`src/rtl/cpdth_fifo.sv`:
```
// Small first-in first-out queue of registers with a fill level output.
// Generic; used between front and back and in front of the result ports.
`default_nettype none

module cpdth_fifo #(
    parameter int WIDTH = 8,
    parameter int DEPTH = 4
) (
    input  wire logic                         clk,
    input  wire logic                         rst_n,
    input  wire logic                         push,
    input  wire logic [WIDTH-1:0]             din,
    input  wire logic                         pop,
    output logic      [WIDTH-1:0]             dout,
    output logic                              empty,
    output logic      [$clog2(DEPTH+1)-1:0]   level
);

    localparam int AW    = (DEPTH > 1) ? $clog2(DEPTH) : 1;
    localparam int LVL_W = $clog2(DEPTH + 1);

    logic [WIDTH-1:0] mem [DEPTH];
    logic [AW-1:0]    wr_ptr_reg, wr_ptr_next;
    logic [AW-1:0]    rd_ptr_reg, rd_ptr_next;
    logic [LVL_W-1:0] level_reg, level_next;
    logic             do_push;
    logic             do_pop;

    assign do_push = push && (level_reg != LVL_W'(DEPTH));
    assign do_pop  = pop && (level_reg != '0);

    always_comb
    begin
        wr_ptr_next = wr_ptr_reg;
        rd_ptr_next = rd_ptr_reg;
        level_next  = level_reg;
        if (do_push)
        begin
            wr_ptr_next = (wr_ptr_reg == AW'(DEPTH - 1)) ? '0 : wr_ptr_reg + AW'(1);
        end
        if (do_pop)
        begin
            rd_ptr_next = (rd_ptr_reg == AW'(DEPTH - 1)) ? '0 : rd_ptr_reg + AW'(1);
        end
        if (do_push && !do_pop)
        begin
            level_next = level_reg + LVL_W'(1);
        end
        else if (do_pop && !do_push)
        begin
            level_next = level_reg - LVL_W'(1);
        end
    end

    always_ff @(posedge clk or negedge rst_n)
    begin
        if (!rst_n)
        begin
            wr_ptr_reg <= '0;
            rd_ptr_reg <= '0;
            level_reg  <= '0;
        end
        else
        begin
            wr_ptr_reg <= wr_ptr_next;
            rd_ptr_reg <= rd_ptr_next;
            level_reg  <= level_next;
        end
    end

    always_ff @(posedge clk)
    begin
        if (do_push)
        begin
            mem[wr_ptr_reg] <= din;
        end
    end

    assign dout  = mem[rd_ptr_reg];
    assign empty = (level_reg == '0);
    assign level = level_reg;

endmodule

`default_nettype wire

```
`config.mk`:
```
export PLATFORM = sky130hd
export DESIGN_NAME = cpdth_fifo
export DESIGN_NICKNAME = d
export VERILOG_FILES = /design/src/rtl/cpdth_fifo.sv
export SDC_FILE = /design/constraint.sdc
export NUM_CORES = 1
export LEC_CHECK = 0
export BUFFER_PORTS_ARGS = -buffer_cell sky130_fd_sc_hd__clkbuf_2
export CORE_MARGIN = 10
export CORE_UTILIZATION = 55
export DETAILED_ROUTE_END_ITERATION = 10
export PLACE_DENSITY = 0.77
export SLEW_MARGIN = 30
export SYNTH_ARGS = -nofsm -noshare
export SYNTH_HDL_FRONTEND = slang
export SYNTH_SLANG_ARGS = --single-unit
```
`constraint.sdc`:
```
create_clock -name clk -period 3.45 [get_ports clk]
set_input_delay 0.69 -clock clk [delete_from_list [all_inputs] [get_ports clk]]
set_output_delay 0.69 -clock clk [all_outputs]
set_load 0.01 [all_outputs]
```
==> reports/metrics.yaml <==
syn_area_um2: 1610
via_per_inst: 5.44
skew_ps: 13.6
antenna_found_initial: 0
ff2ff_path_depth: 8
cts_root_buf: "clkbuf_4"
synth.most_common_cell: "edfxtp_1"
grt.total_usage_pct: 10.3
postCtsSetupBuffers: 0
place.gp.congestion: 0.718
period_share_pct: 72.2
io_buffers: 23
cts_made_buffers: 5
num_vias: 756
max_stage_delay_ps: 740
synth_ff_type: "edfxtp_1"
die_y_um: 74.1
die-area_um2: 5500
syn_nets: 98
grt_pass1_vias: 813
path_cells: "mux4_2 -> clkbuf_2"
clk_latency_ps: 340
critPathKind: "flop to primary output"
pre_cts_ws_ps: 1270
core_area_um2: 2780
fin_ws_ps: 959
yosysUniqueCellTypes: 20
synth_top_area_cell: "edfxtp_1"
rsz0062_at_grt: "no"
drt_iter0_markers: 47
synth-seq-area-share_pct: 70.5
cp_max_fo: 11
outcome: "completed"
cts.path.max_buffers: 2
max-cap-violations: 0
syn_area_per_cell_um2: 20.4
tightest_slew_ps: 598
synthTopCellsByArea: "edfxtp_1, mux4_2, dfrtp_1, ha_1, mux2_2"
hold_viol_final: 0
yosys.area.top_type_share_pct: 59.6
syn_inst: 79
clkSinkCount: 39
grt_pass1_wl_mm: 4.17
place_area_um2: 1750
cts_hold_buf: 0
dp_hpwl_mm: 1.86
async_reset_ff_share_pct: 17.9
area_delta_synth_final_pct: 15.4
start_util_pct: 57.9
setup_tns_ps: 0
largest_reg_flops: 32
cts_resized: 0
ant_nets: 0
nets: 126
grt_max_degree: 13
diodes: 0
critPathLaunchType: "flop"
fin_crit_ps: 2490
cts_tree: "done"
p_per_area_nw_per_um2: 878
yosys_warnings: 0
yosys_register_bits: 39
synth_enable_flop_cells: 32
fmax_mhz: 401
finalWirelength_mm: 2.62
hp-class: "input port to async pin"
setup_violations: 0
drtPass1Iterations: 4
cts_max_level: 2
timing_max_transition_violations_final: 0
crit_required_ps: 2760
slew_headroom_pct: 60.2
rows: 19
design.portCount: 24
peakVddDrop_mv: 0.703
overflow: 0
die_w_um: 74.1
wl_per_cell_um: 18.8
slowest_stage: "dfrtp_1"
finalInstanceArea_um2: 1860
drc: 0
leakage_uw: 0.000716
clkTransAtPathRegs_ps: 110
synth_common_cells: "edfxtp_1, mux4_2, dfrtp_1, ha_1"
drive_gt1_share_pct: 44.4
arrival_ps: 1800
cp-end-kind: "primary output"
-- cells in the final DEF, fill, tap and decap left out, types with 3 or more instances in the layout --
master and instances:
and2_1 3, clkbuf_2 23, clkbuf_4 5, dfrtp_1 7
edfxtp_1 32, ha_1 6, inv_1 3, mux2_2 3
mux4_2 8, nor2_1 3
-- per-stage QoR --
step | instances | hold WS (ps) | total power, µW | utilization (%)
floorplan | 79 | 394 | 1110 | -
finish | 139 | 178 | 1630 | 66.8
detailed placement | 131 | 542 | 1290 | 63.1
CTS | 139 | 166 | 1660 | 66.7
global placement | 131 | 538 | 1260 | 63.1
global route | 139 | 152 | 1740 | 66.8
-- path summary, 6_finish.rpt --
check | from | to | slack [ps]
setup / recovery | rd_ptr_reg[0] | dout[4] | 960
hold / removal | rst_n | wr_ptr_reg[1] | 180
setup reg to reg | level[0] | level[2] | 1460
hold reg to reg | wr_ptr_reg[1] | wr_ptr_reg[1] | 590
max in group asynchronous | rst_n | rd_ptr_reg[0] | 3100
min in group clk | din[4] | mem[1][4] | 560
-- power breakdown --
| part | switching (µW) | total, µW | internal [µW] |
|---|---|---|---|
| Sequential | 125 | 761 | 637 |
| Clock | 144 | 370 | 226 |
| Combinational | 226 | 500 | 274 |
-- per-layer routing --
layer | global-route usage [%] | up-vias | part of all wire, %
met3 | 4.92 | 2 | 6.0
li1 | - | 358 | -
met1 | 12.5 | 380 | 43
met2 | 15.9 | 16 | 51
met4 | 3.11 | 0 | 0.34
met5 | 0 | - | 0
-- logic make-up after synthesis --
family	synth area share, %
XOR/XNOR	1.63
AO/OA/AOI/OAI	1.47
adder cells (fa/ha/maj)	5.90
flip-flops	70.5
buffers and inverters	1.40
multiplexers	15.1
AND/OR/NAND/NOR	3.96
-- worst max-delay path: cells and delay by family, from the launching register on --
kind	cells	cell delay, ps
mux	1	590
buf+inv	1	140
flops	1	740
-- cell type report --
class                           count  area [µm²]
Sequential cell                    39        1140
Timing Repair Buffer               23         115
Tap cell                           31        38.8
Multi-Input combinational cell     35         457
Inverter                            3        11.3
Clock buffer                        6        41.3
Clock inverter                      2        60.1
Fill cell                         189         922
Note: power is estimated with default switching activity, not from simulation.
